`src/hdl/ihsp_pkg.sv`:
```
package ihsp_pkg;

    // format codes of a result
    localparam logic [1:0] FMT_UNKNOWN = 2'd0;
    localparam logic [1:0] FMT_PNG     = 2'd1;
    localparam logic [1:0] FMT_GIF     = 2'd2;
    localparam logic [1:0] FMT_JPEG    = 2'd3;

    // signature and marker bytes
    localparam logic [7:0] BYTE_PNG0  = 8'h89;
    localparam logic [7:0] BYTE_GIF_G = 8'h47;
    localparam logic [7:0] BYTE_GIF_I = 8'h49;
    localparam logic [7:0] BYTE_GIF_F = 8'h46;
    localparam logic [7:0] BYTE_FF    = 8'hFF;
    localparam logic [7:0] MARK_SOI   = 8'hD8;
    localparam logic [7:0] MARK_TEM   = 8'h01;
    localparam logic [7:0] MARK_RST0  = 8'hD0;
    localparam logic [7:0] MARK_RST7  = 8'hD7;
    localparam logic [7:0] MARK_SOF0  = 8'hC0;
    localparam logic [7:0] MARK_SOF15 = 8'hCF;
    localparam logic [7:0] MARK_DHT   = 8'hC4;
    localparam logic [7:0] MARK_JPG   = 8'hC8;
    localparam logic [7:0] MARK_DAC   = 8'hCC;

    // parser phases
    typedef enum logic [10:0] {
        PH_FIRST = 11'b000_0000_0001,
        PH_PNG   = 11'b000_0000_0010,
        PH_GIF   = 11'b000_0000_0100,
        PH_SOI   = 11'b000_0000_1000,
        PH_MARK0 = 11'b000_0001_0000,
        PH_MARK1 = 11'b000_0010_0000,
        PH_LEN0  = 11'b000_0100_0000,
        PH_LEN1  = 11'b000_1000_0000,
        PH_SKIP  = 11'b001_0000_0000,
        PH_SOF   = 11'b010_0000_0000,
        PH_DONE  = 11'b100_0000_0000
    } t_phase;

    // complete parser state
    typedef struct packed {
        logic [4:0]  byte_offset;
        t_phase      phase;
        logic [15:0] skip_count;
        logic [7:0]  current_marker;
        logic [7:0]  length_high;
        logic [2:0]  sof_index;
        logic [31:0] width_acc;
        logic [31:0] height_acc;
        logic [1:0]  format_seen;
        logic        found_flag;
    } t_parse_state;

    // one finished result
    typedef struct packed {
        logic [31:0] image_width;
        logic [31:0] image_height;
        logic [1:0]  image_format;
        logic        dims_found;
    } t_result;

    localparam t_parse_state STATE_RESET = '{
        byte_offset:    5'd0,
        phase:          PH_FIRST,
        skip_count:     16'd0,
        current_marker: 8'd0,
        length_high:    8'd0,
        sof_index:      3'd0,
        width_acc:      32'd0,
        height_acc:     32'd0,
        format_seen:    FMT_UNKNOWN,
        found_flag:     1'b0
    };

    // expected png signature byte at a given offset
    function automatic logic [7:0] png_sig(input logic [2:0] idx);
        logic [7:0] v;
        unique case (idx)
            3'd0:    v = 8'h89;
            3'd1:    v = 8'h50;
            3'd2:    v = 8'h4E;
            3'd3:    v = 8'h47;
            3'd4:    v = 8'h0D;
            3'd5:    v = 8'h0A;
            3'd6:    v = 8'h1A;
            default: v = 8'h0A;
        endcase
        return v;
    endfunction

    // markers that carry no length
    function automatic logic is_standalone(input logic [7:0] m);
        return (m == MARK_SOI) || (m == MARK_TEM) || ((m >= MARK_RST0) && (m <= MARK_RST7));
    endfunction

    // start-of-frame markers
    function automatic logic is_sof(input logic [7:0] m);
        return (m >= MARK_SOF0) && (m <= MARK_SOF15) &&
               (m != MARK_DHT) && (m != MARK_JPG) && (m != MARK_DAC);
    endfunction

endpackage

```
`src/hdl/ihsp_in_reg.sv`:
```
module ihsp_in_reg (
    input  logic       i_clk,
    input  logic       i_rst_n,
    input  logic       i_in_valid,
    output logic       o_in_ready,
    input  logic [7:0] i_data_byte,
    input  logic       i_last_byte,
    input  logic       i_out_free,
    output logic       o_take,
    output logic [7:0] o_byte,
    output logic       o_last
);
    logic       r_valid;
    logic       n_valid;
    logic [7:0] r_byte;
    logic       r_last;

    // a byte moves on unless it is a last byte facing a full result register
    assign o_take     = r_valid && (!r_last || i_out_free);
    assign o_in_ready = !r_valid || o_take;
    assign n_valid    = (i_in_valid && o_in_ready) || (r_valid && !o_take);

    // valid flag
    always_ff @(posedge i_clk) begin
        if (!i_rst_n) begin
            r_valid <= 1'b0;
        end else begin
            r_valid <= n_valid;
        end
    end

    // payload capture
    always_ff @(posedge i_clk) begin
        if (i_in_valid && o_in_ready) begin
            r_byte <= i_data_byte;
            r_last <= i_last_byte;
        end
    end

    assign o_byte = r_byte;
    assign o_last = r_last;
endmodule

```
`src/hdl/ihsp_parser.sv`:
```
module ihsp_parser (
    input  logic             i_clk,
    input  logic             i_rst_n,
    input  logic             i_take,
    input  logic [7:0]       i_byte,
    input  logic             i_last,
    output ihsp_pkg::t_result o_result
);
    import ihsp_pkg::*;

    t_parse_state r_st;
    t_parse_state n_st;
    t_parse_state upd;
    logic [15:0]  seg_len;
    logic [4:0]   off;
    logic [7:0]   b;

    assign off     = r_st.byte_offset;
    assign b       = i_byte;
    assign seg_len = {r_st.length_high, b};

    // one byte of header parsing
    always_comb begin
        upd = r_st;
        if (r_st.byte_offset != 5'd31) begin
            upd.byte_offset = r_st.byte_offset + 5'd1;
        end
        unique case (r_st.phase)
            PH_FIRST: begin
                if (b == BYTE_PNG0) begin
                    upd.phase = PH_PNG;
                end else if (b == BYTE_GIF_G) begin
                    upd.phase = PH_GIF;
                end else if (b == BYTE_FF) begin
                    upd.phase = PH_SOI;
                end else begin
                    upd.phase = PH_DONE;
                end
            end
            PH_PNG: begin
                if (off < 5'd8) begin
                    if (b != png_sig(off[2:0])) begin
                        upd.phase = PH_DONE;
                    end else if (off == 5'd7) begin
                        upd.format_seen = FMT_PNG;
                        upd.found_flag  = 1'b1;
                    end
                end else begin
                    unique case (off)
                        5'd16: upd.width_acc[31:24] = r_st.width_acc[31:24] | b;
                        5'd17: upd.width_acc[23:16] = r_st.width_acc[23:16] | b;
                        5'd18: upd.width_acc[15:8]  = r_st.width_acc[15:8] | b;
                        5'd19: upd.width_acc[7:0]   = r_st.width_acc[7:0] | b;
                        5'd20: upd.height_acc[31:24] = r_st.height_acc[31:24] | b;
                        5'd21: upd.height_acc[23:16] = r_st.height_acc[23:16] | b;
                        5'd22: upd.height_acc[15:8]  = r_st.height_acc[15:8] | b;
                        5'd23: begin
                            upd.height_acc[7:0] = r_st.height_acc[7:0] | b;
                            upd.phase           = PH_DONE;
                        end
                        default: ;
                    endcase
                end
            end
            PH_GIF: begin
                unique case (off)
                    5'd1: begin
                        if (b != BYTE_GIF_I) upd.phase = PH_DONE;
                    end
                    5'd2: begin
                        if (b != BYTE_GIF_F) begin
                            upd.phase = PH_DONE;
                        end else begin
                            upd.format_seen = FMT_GIF;
                            upd.found_flag  = 1'b1;
                        end
                    end
                    5'd6: upd.width_acc[7:0]   = r_st.width_acc[7:0] | b;
                    5'd7: upd.width_acc[15:8]  = r_st.width_acc[15:8] | b;
                    5'd8: upd.height_acc[7:0]  = r_st.height_acc[7:0] | b;
                    5'd9: begin
                        upd.height_acc[15:8] = r_st.height_acc[15:8] | b;
                        upd.phase            = PH_DONE;
                    end
                    default: ;
                endcase
            end
            PH_SOI: begin
                if (b == MARK_SOI) begin
                    upd.format_seen = FMT_JPEG;
                    upd.phase       = PH_MARK0;
                end else begin
                    upd.phase = PH_DONE;
                end
            end
            PH_MARK0: begin
                upd.phase = (b == BYTE_FF) ? PH_MARK1 : PH_DONE;
            end
            PH_MARK1: begin
                if (is_standalone(b)) begin
                    upd.phase = PH_MARK0;
                end else begin
                    upd.current_marker = b;
                    if (is_sof(b)) begin
                        upd.found_flag = 1'b1;
                        upd.width_acc  = 32'd0;
                        upd.height_acc = 32'd0;
                    end
                    upd.phase = PH_LEN0;
                end
            end
            PH_LEN0: begin
                upd.length_high = b;
                upd.phase       = PH_LEN1;
            end
            PH_LEN1: begin
                if (is_sof(r_st.current_marker)) begin
                    upd.sof_index = 3'd0;
                    upd.phase     = PH_SOF;
                end else if (seg_len < 16'd2) begin
                    upd.phase = PH_DONE;
                end else begin
                    upd.skip_count = seg_len - 16'd2;
                    upd.phase      = (seg_len == 16'd2) ? PH_MARK0 : PH_SKIP;
                end
            end
            PH_SKIP: begin
                upd.skip_count = r_st.skip_count - 16'd1;
                if (r_st.skip_count == 16'd1) upd.phase = PH_MARK0;
            end
            PH_SOF: begin
                unique case (r_st.sof_index)
                    3'd1: upd.height_acc[15:8] = r_st.height_acc[15:8] | b;
                    3'd2: upd.height_acc[7:0]  = r_st.height_acc[7:0] | b;
                    3'd3: upd.width_acc[15:8]  = r_st.width_acc[15:8] | b;
                    3'd4: begin
                        upd.width_acc[7:0] = r_st.width_acc[7:0] | b;
                        upd.phase          = PH_DONE;
                    end
                    default: ;
                endcase
                upd.sof_index = r_st.sof_index + 3'd1;
            end
            PH_DONE: ;
            default: upd.phase = PH_DONE;
        endcase
    end

    // result fields straight from the updated state
    assign o_result.image_width  = upd.found_flag ? upd.width_acc : 32'd0;
    assign o_result.image_height = upd.found_flag ? upd.height_acc : 32'd0;
    assign o_result.image_format = upd.format_seen;
    assign o_result.dims_found   = upd.found_flag;

    // back to the start after the last byte of a file
    assign n_st = !i_take ? r_st : (i_last ? STATE_RESET : upd);

    always_ff @(posedge i_clk) begin
        if (!i_rst_n) begin
            r_st <= STATE_RESET;
        end else begin
            r_st <= n_st;
        end
    end
endmodule

```
`src/hdl/image_header_size_parser_unit.sv`:
```
// Image header size parser: feed a file one byte per request, from offset zero, with
// i_last_byte set on its final byte; one result with width, height, format (PNG, GIF,
// JPEG or unknown) and a found flag follows that byte. Bytes are taken at one per cycle
// while no last byte waits: each passes an input register and the parser logic, and the
// result waits in an output register, so throughput is one byte per clock, with the same
// exception. Only when a result is still held and not taken does the last byte of the
// next file wait; ordinary bytes keep flowing.
module image_header_size_parser_unit (
    input  logic        i_clk,
    input  logic        i_rst_n,
    input  logic        i_in_valid,
    output logic        o_in_ready,
    input  logic [7:0]  i_data_byte,
    input  logic        i_last_byte,
    output logic        o_out_valid,
    input  logic        i_out_ready,
    output logic [31:0] o_image_width,
    output logic [31:0] o_image_height,
    output logic [1:0]  o_image_format,
    output logic        o_dims_found
);
    import ihsp_pkg::*;

    logic       take;
    logic       out_free;
    logic [7:0] s1_byte;
    logic       s1_last;
    t_result    res;
    t_result    r_res;
    logic       r_out_valid;
    logic       n_out_valid;
    logic       load;

    assign out_free = !r_out_valid || i_out_ready;

    // input register stage
    ihsp_in_reg u_in_reg (
        .i_clk       (i_clk),
        .i_rst_n     (i_rst_n),
        .i_in_valid  (i_in_valid),
        .o_in_ready  (o_in_ready),
        .i_data_byte (i_data_byte),
        .i_last_byte (i_last_byte),
        .i_out_free  (out_free),
        .o_take      (take),
        .o_byte      (s1_byte),
        .o_last      (s1_last)
    );

    // parser state and next-state logic
    ihsp_parser u_parser (
        .i_clk    (i_clk),
        .i_rst_n  (i_rst_n),
        .i_take   (take),
        .i_byte   (s1_byte),
        .i_last   (s1_last),
        .o_result (res)
    );

    // result register
    assign load        = take && s1_last;
    assign n_out_valid = load || (r_out_valid && !i_out_ready);

    always_ff @(posedge i_clk) begin
        if (!i_rst_n) begin
            r_out_valid <= 1'b0;
        end else begin
            r_out_valid <= n_out_valid;
        end
    end

    always_ff @(posedge i_clk) begin
        if (load) begin
            r_res <= res;
        end
    end

    assign o_out_valid    = r_out_valid;
    assign o_image_width  = r_res.image_width;
    assign o_image_height = r_res.image_height;
    assign o_image_format = r_res.image_format;
    assign o_dims_found   = r_res.dims_found;

`ifndef ASSERT_OFF
    // a held result is never overwritten
    a_no_overwrite: assert property (@(posedge i_clk) disable iff (!i_rst_n)
        load && r_out_valid |-> i_out_ready)
        else $error("result overwritten while held");

    // sizes are zero when nothing was found
    a_zero_when_missing: assert property (@(posedge i_clk) disable iff (!i_rst_n)
        o_out_valid && !o_dims_found |-> (o_image_width == 32'd0) && (o_image_height == 32'd0))
        else $error("nonzero size without dimensions");

    // found dimensions always come with a known format
    a_format_known: assert property (@(posedge i_clk) disable iff (!i_rst_n)
        o_out_valid && o_dims_found |-> o_image_format != FMT_UNKNOWN)
        else $error("dimensions found with unknown format");
`endif
endmodule

```
`config.mk`:
```
export PLATFORM = sky130hd
export DESIGN_NAME = image_header_size_parser_unit
export DESIGN_NICKNAME = d
export VERILOG_FILES = /design/src/hdl/ihsp_pkg.sv /design/src/hdl/ihsp_in_reg.sv /design/src/hdl/ihsp_parser.sv /design/src/hdl/image_header_size_parser_unit.sv
export SDC_FILE = /design/constraint.sdc
export NUM_CORES = 1
export LEC_CHECK = 0
export ABC_AREA = 0
export BUFFER_PORTS_ARGS = -buffer_cell sky130_fd_sc_hd__buf_2
export CAP_MARGIN = 25
export CORE_MARGIN = 2
export CORE_UTILIZATION = 54
export DETAILED_ROUTE_END_ITERATION = 8
export PLACE_DENSITY = 0.76
export SLEW_MARGIN = 30
export SYNTH_ARGS = -nofsm -noshare
export SYNTH_HDL_FRONTEND = slang
export SYNTH_HIERARCHICAL = 1
export SYNTH_SLANG_ARGS = --single-unit
```
`constraint.sdc`:
```
create_clock -name i_clk -period 2.6 [get_ports i_clk]
set_input_delay 0.26 -clock i_clk [delete_from_list [all_inputs] [get_ports i_clk]]
set_output_delay 0.26 -clock i_clk [all_outputs]
set_load 0.1 [all_outputs]
```
==> metrics.md, run 1 <==
| Metric | Value |
|---|---|
| F_max | 0.386 GHz |
| Slew headroom | 61.0% |
| Post-Syn Area | 9220 sq um |
| Row cnt | 47 |
| Sw Share | 26.1% |
| Met3 usage | 5.11% |
| Netlist cell types | 74 |
| Vias per cell | 5.92 |
| IO Port Bufs | 81 |
| Unrepaired setup endpoints after global routing | true |
| Simple-Gate Fraction of Synth Area | 21.9% |
| Post-synthesis mux area share | 0.651% |
| Worst-Skew Late Latency | 450 ps |
| Post-layout net count | 1,138 |
| WHS | 63.9 ps |
| WP depth | 10 |
| Clk buf depth | 2 |
| Die Span Y | 135 microns |
| Slew @ Worst Pin | 571 ps |
| Total Die Area | 18,100 sq um |
| Compound-Gate Fraction of Synth Area | 17.6% |
| Post-Syn Nets | 1,029 |
| Post-route ant nets | 0 |
| CP endpoint kind | flop |
| Power per cell area | 583 nW/um^2 |
| Worst reg2reg startpoint | u_parser/off[0] |
| Global route overflow | 0 |
| First-pass GRT wire length | 37,100 microns |
| Worst setup SP type | flop |
| Maximum fanout along the worst path | 11 |
| Final Core Density | 66.4% |
| Post-DP HPWL | 15,800 microns |
| Asr flop ratio synth | 0% |
| Kind of critical path | reg2reg |
| Setup TNS Final | 0 ps |
| Area growth from synthesis to layout | 19.8% |
| Register bit total from synthesis | 196 |
| Crit path largest cell delay | 420 ps |
| Largest family of logic cells by synthesized area | simple AND/OR/NAND/NOR gates |
| Placed Cells | 1,299 |
| WL final | 23,500 microns |
| Gr usage total | 26.0% |
| Vias post-DR | 7,944 |
| Reg clk slew, reported paths | 80 ps |
| Vias in the first global route | 7,345 |
| Post-route cell area | 11,000 sq um |
| Sequential area share after synthesis | 50.8% |
| Worst setup path startpoint | u_parser/off[0] |
| Sequential power share | 50.0% |
| Mean Syn Cell Area | 9.21 sq um |
| Worst min path class | in2reg |
| Worst R2R Setup Slack | 10 ps |
| Final Max Tran Viols | 0 |
| Met1 global-route usage | 33.1% |
| Critical Path Sink | u_parser/r_st[70] |
| GPL Wtd Cong | 0.967 |
| Post-route insts no fill | 1,343 |
| Root buf cell | clkbuf_16 |
| Number of top-level pins | 82 |
| Cts bufs inserted | 17 |
| WL/cell | 17.5 microns |
| Leakage power | 4.22 nW |
| Reg2Reg Depth | 10 |
| # DRC | 0 |
| Ys flop type | dfxtp_1 |
| Post-Synth XOR/XNOR Area | 2.37% |
| DR pass1 iterations | 5 |
| Status | completed |
| Core ar. | 16,600 sq um |
| Synth warnings | 6 |
| CTS tree | done |
| Placed Area | 10,200 sq um |
| CTS HTree Levels | 4 |
| Worst vdd ir | 0.467 mV |
| Chip Width | 135 microns |
| Met2 global-route usage | 43.5% |
| Period utilization | 99.5% |
| Share of cells above drive strength 1 | 21.6% |
| # setup viols final | 0 |
| N_diodes | 0 |
| Initial Utilization | 55.4% |
| Cells after Synth | 1,001 |
| Largest net degree at the start of global routing | 36 |
| Worst EP required | 2930 ps |
| Most frequent cells in the layout | nor2_1, dfxtp_1, a21oi_1, nand2_1, buf_2 |
| Cell Chain, Critical Path | ha_1 -> ha_2 -> nor3_2 -> a21oi_1 -> xnor2_1 -> nand3_2 -> o31ai_4 -> nor2_1 -> buf_4 -> a32o_1 |
| Most Crowded Layer GR | met2 |
| Comb power frac | 6.8% |
| Hold Fails Final Rpt | 0 |
| Area share of fa/ha/maj cells after synthesis | 2.03% |
| Post-synth EDFFs | 76 |
| Clock period minus worst slack | 2590 ps |
| Clk_skew | 12.5 ps |
| Crit-path leading delay family | compound AO/OA/AOI/OAI gates |
| Crit path buf inv count | 1 |
| Critical path data arrival time | 2920 ps |
| CTS Sinks | 196 |
| DRT iter0 DRCs | 799 |
| P_sw | 0.00168 W |
| Reg2reg end | u_parser/r_st[70] |
| Slowest stage cell, crit path | o31ai_4 |
| Power Internal | 0.00476 W |
| Most common cell after layout, fill and taps aside | nor2_1 |
| Clock Power Share | 43.3% |
| Antenna violations before repair | 0 |
| Max Cap Viol | 0 |
-- cell type report --
type | instances | area [sq um]
repair buffers | 166 | 1130
inverters | 22 | 86.3
multi-input cells | 707 | 4220
flip-flops and latches | 196 | 4690
well taps | 220 | 275
fillers | 1279 | 5600
clock inverters | 15 | 215
clock buffers | 17 | 425
-- power groups by stage --
stage	registers [W]	logic, W	clock network, W
after floorplan	0.00333	0.000224	0
after global placement	0.00329	0.000396	0
after detailed placement	0.00329	0.000399	0
after CTS	0.00322	0.000415	0.00281
after global routing	0.00322	0.000462	0.00296
final	0.00322	0.000435	0.00279
-- how the worst min path moves through the flow --
stage,startpoint,end,slack (ps),cells after the start
6_report,i_in_valid,u_in_reg/r_valid,60,3
3_5_place_dp,i_data_byte[7],u_in_reg/o_byte[7],440,1
2_1_floorplan,i_data_byte[0],u_in_reg/o_byte[0],360,0
3_3_place_gp,u_parser/r_st[35],u_parser/r_st[35],430,2
5_1_grt,i_in_valid,u_in_reg/r_valid,60,3
4_1_cts,i_in_valid,u_in_reg/r_valid,50,3
-- metrics by stage --
step,setup WS (ps),total power (W)
after floorplan,29.7,0.00355
after global placement,78.0,0.00368
after detailed placement,8.09,0.00369
after CTS,14.3,0.00644
after global routing,-34.8,0.00664
final,12.6,0.00644
-- routing by layer --
metal	routed length, microns	part of all wire, %
met5	0	0
met4	708	3.0
met3	1630	6.9
met2	11400	48
met1	9790	42
-- timing repair --
action / in CTS / in global routing
pin swaps: 1 / 4
endpoints found under the setup margin: 6 / 131
resized for setup: 3 / 20
cloned: 0 / 0
hold endpoints to repair: 9 / 0
hold buffers: 9 / 0
buffers inserted: 0 / 3
-- flip-flops by register name (all words and copies together), names as in the netlist --
name              count
u_in_reg/o_last       1
o_image_format        2
u_in_reg/o_byte       8
o_image_height       32
u_in_reg/r_valid      1
o_image_width        32
u_parser/r_st       113
u_parser/off          5
o_dims_found          1
o_out_valid           1
-- Yosys cell counts (4+ instances only) --
| library cell | number | area, sq um |
|---|---|---|
| nor2_1 | 182 | 683 |
| dfxtp_1 | 120 | 2400 |
| a21oi_1 | 110 | 551 |
| nand2_1 | 87 | 327 |
| edfxtp_1 | 76 | 2280 |
| clkbuf_1 | 47 | 176 |
| a22oi_1 | 29 | 218 |
| o21ai_0 | 28 | 140 |
| inv_1 | 22 | 82.6 |
| nor3_1 | 20 | 100 |
| a22o_1 | 16 | 140 |
| buf_2 | 16 | 80.1 |
| and2_1 | 15 | 93.8 |
| ha_1 | 15 | 188 |
| nand3_1 | 15 | 75.1 |
| xnor2_1 | 14 | 123 |
| nand4_1 | 12 | 75.1 |
| xor2_1 | 11 | 96.3 |
| nor2b_1 | 10 | 62.6 |
| nand2b_1 | 9 | 56.3 |
| nor4_1 | 9 | 56.3 |
| a32o_1 | 8 | 80.1 |
| a211oi_1 | 7 | 52.6 |
| and3_1 | 7 | 43.8 |
| mux2i_1 | 6 | 60.1 |
| or4_1 | 6 | 45.0 |
| and4_1 | 5 | 43.8 |
| buf_1 | 5 | 18.8 |
| buf_4 | 5 | 37.5 |
| or3_1 | 5 | 31.3 |
| a31oi_1 | 4 | 25.0 |
| nor3_4 | 4 | 65.1 |
| nor3b_1 | 4 | 30.0 |
| o211ai_1 | 4 | 30.0 |
| o21a_1 | 4 | 30.0 |
| o2bb2ai_1 | 4 | 35.0 |
| o31ai_1 | 4 | 30.0 |
-- worst reg2reg max path, cell delays in order, from the launching register on --
cell and delay (ps):
dfxtp_4 370, ha_1 220, ha_2 220, nor3_2 160, a21oi_1 70, xnor2_1 280
nand3_2 200, o31ai_4 420, nor2_1 90, buf_4 190, a32o_1 260
-- cells by family (layout without fill, tap and decap cells) --
| group | after synthesis | count (layout) |
|---|---|---|
| adders and majority gates | 15 | 15 |
| AOI/OAI and AO/OA | 247 | 247 |
| DFF | 196 | 196 |
| buffers and inverters | 98 | 220 |
| xor gates and xnor gates | 25 | 25 |
| and+or+nand+nor | 414 | 414 |
| muxes | 6 | 6 |
Note: power is estimated with default switching activity, not from simulation.
==> inputs of run 2 (changes only) <==
Settings changed: CORE_ASPECT_RATIO from default to 0.8.
==> run 2 against run 1 <==
  * Combinational power grew 4%
  * Sequential share of layout area decreased by 0.69 points
  * Wire length increased by 9.1%
  * Largest cell class unchanged
==> metrics.md, run 2 (synthesized netlist as in run 1, its figures left out) <==
| Metric | Value |
|---|---|
| # setup viols final | 0 |
| Vias in the first global route | 7,630 |
| Worst EP required | 2900 ps |
| CP endpoint kind | flop |
| Placement Setup Slack | 0.867 ps |
| Most frequent cells in the layout | nor2_1, dfxtp_1, a21oi_1, buf_4, nand2_1 |
| Post-route ant nets | 0 |
| WL/cell | 18.8 microns |
| DR pass1 iterations | 7 |
| First-pass GRT wire length | 39,600 microns |
| Crit path largest cell delay | 350 ps |
| Chip Width | 150 microns |
| Initial Utilization | 55.4% |
| Crit path buf inv count | 3 |
| Global route overflow | 0 |
| Final setup margin | 49.6 ps |
| Kind of critical path | reg2reg |
| Max Cap Viol | 0 |
| # DRC | 0 |
| Status | completed |
| Share of cells above drive strength 1 | 23.1% |
| Clock period minus worst slack | 2550 ps |
| Final Core Density | 67.4% |
| Worst vdd ir | 0.502 mV |
| Final Max Tran Viols | 0 |
| WL final | 25,600 microns |
| Most common cell after layout, fill and taps aside | nor2_1 |
| CTS tree | done |
| Core ar. | 16,700 sq um |
| Period utilization | 98.1% |
| Hold Fails Final Rpt | 0 |
| Crit-path leading delay family | simple AND/OR/NAND/NOR gates |
| Reg clk slew, reported paths | 80 ps |
| IO Port Bufs | 81 |
| Top reg by flops | u_parser/r_st |
| Maximum fanout along the worst path | 19 |
| Worst-Skew Late Latency | 450 ps |
| Die Span Y | 121 microns |
| Worst min path class | in2reg |
| Clk_skew | 9.45 ps |
| Post-layout net count | 1,162 |
| CTS Sinks | 196 |
| Max reg flops | 113 |
| N_diodes | 0 |
| Area growth from synthesis to layout | 21.7% |
| Slew @ Worst Pin | 728 ps |
| Post-route cell area | 11,200 sq um |
| Cell Chain, Critical Path | ha_2 -> ha_4 -> a211oi_2 -> xnor2_1 -> or3_4 -> nor4_4 -> buf_4 -> o21ai_4 -> buf_12 -> clkbuf_16 -> nor2_1 |
| Vias per cell | 6.04 |
| Critical path data arrival time | 2850 ps |
| Power, Total | 0.00636 W |
| Total Die Area | 18,100 sq um |
| WHS | 72.1 ps |
| Slew headroom | 51.2% |
| Number of top-level pins | 82 |
| Post-DP HPWL | 16,900 microns |
| F_max | 0.392 GHz |
| CTS HTree Levels | 4 |
| Cts bufs inserted | 17 |
| Placed Area | 10,300 sq um |
| Worst setup SP type | flop |
| DRT iter0 DRCs | 1,212 |
| Largest net degree at the start of global routing | 39 |
| Vias post-DR | 8,256 |
| Root buf cell | clkbuf_16 |
| Row cnt | 42 |
| GPL Wtd Cong | 0.932 |
| Slowest stage cell, crit path | dfxtp_2 |
| Clk buf depth | 2 |
| Leakage power | 4.33 nW |
| Antenna violations before repair | 0 |
| Gr usage total | 28.2% |
| Power per cell area | 567 nW/um^2 |
[run 2: timing repair]
action / in CTS / in global routing
buffers inserted: 0 / 9
hold buffers: 8 / 1
setup endpoints to repair: 9 / 97
gates resized for setup: 1 / 19
hold endpoints to repair: 8 / 1
pin swaps: 0 / 8
gates cloned: 0 / 3
[run 2: cell type report]
class                   instances  area (sq um)
clock buffers                  18           429
clock inverters                14           185
fillers                      1265          5440
inverters                      22          86.3
multi-input cells             708          4210
flip-flops and latches        196          4690
well taps                     220           275
repair buffers                189          1350
[run 2: final timing paths]
check	from	to	slack (ps)	cells past startpoint
max	u_parser/off[0]	o_image_height[9]	50	11
min	i_in_valid	u_in_reg/r_valid	70	3
max reg2reg	u_parser/off[0]	o_image_height[9]	50	11
min reg2reg	u_parser/r_st[49]	u_parser/r_st[49]	460	2
[run 2: power breakdown]
part / switching, W / leakage (nW) / internal (W) / total, W
logic: 0.000306 / 2.24 / 0.000145 / 0.000451
clock network: 0.00137 / 0.295 / 0.00132 / 0.00269
registers: 0.0000204 / 1.80 / 0.00320 / 0.00322
[run 2: worst min-delay path, cell delays in order]
cell,delay (ps)
buf_2,110
inv_1,60
a21boi_2,50
[run 2: per-layer routing]
| layer | GRT usage, % | vias to the layer above | part of all wire, % |
|---|---|---|---|
| li1 | - | 3826 | - |
| met1 | 39.7 | 3943 | 43 |
| met2 | 43.1 | 435 | 45 |
| met3 | 5.60 | 52 | 9.0 |
| met4 | 10.4 | 0 | 2.4 |
| met5 | 0 | - | 0 |
[run 2: through the flow]
step                      std cells  TNS (ps)
after CTS                      1354         0
final                          1367         0
after detailed placement       1314         0
after floorplan                1001         0
after global placement         1314         0
after global routing           1367      -387
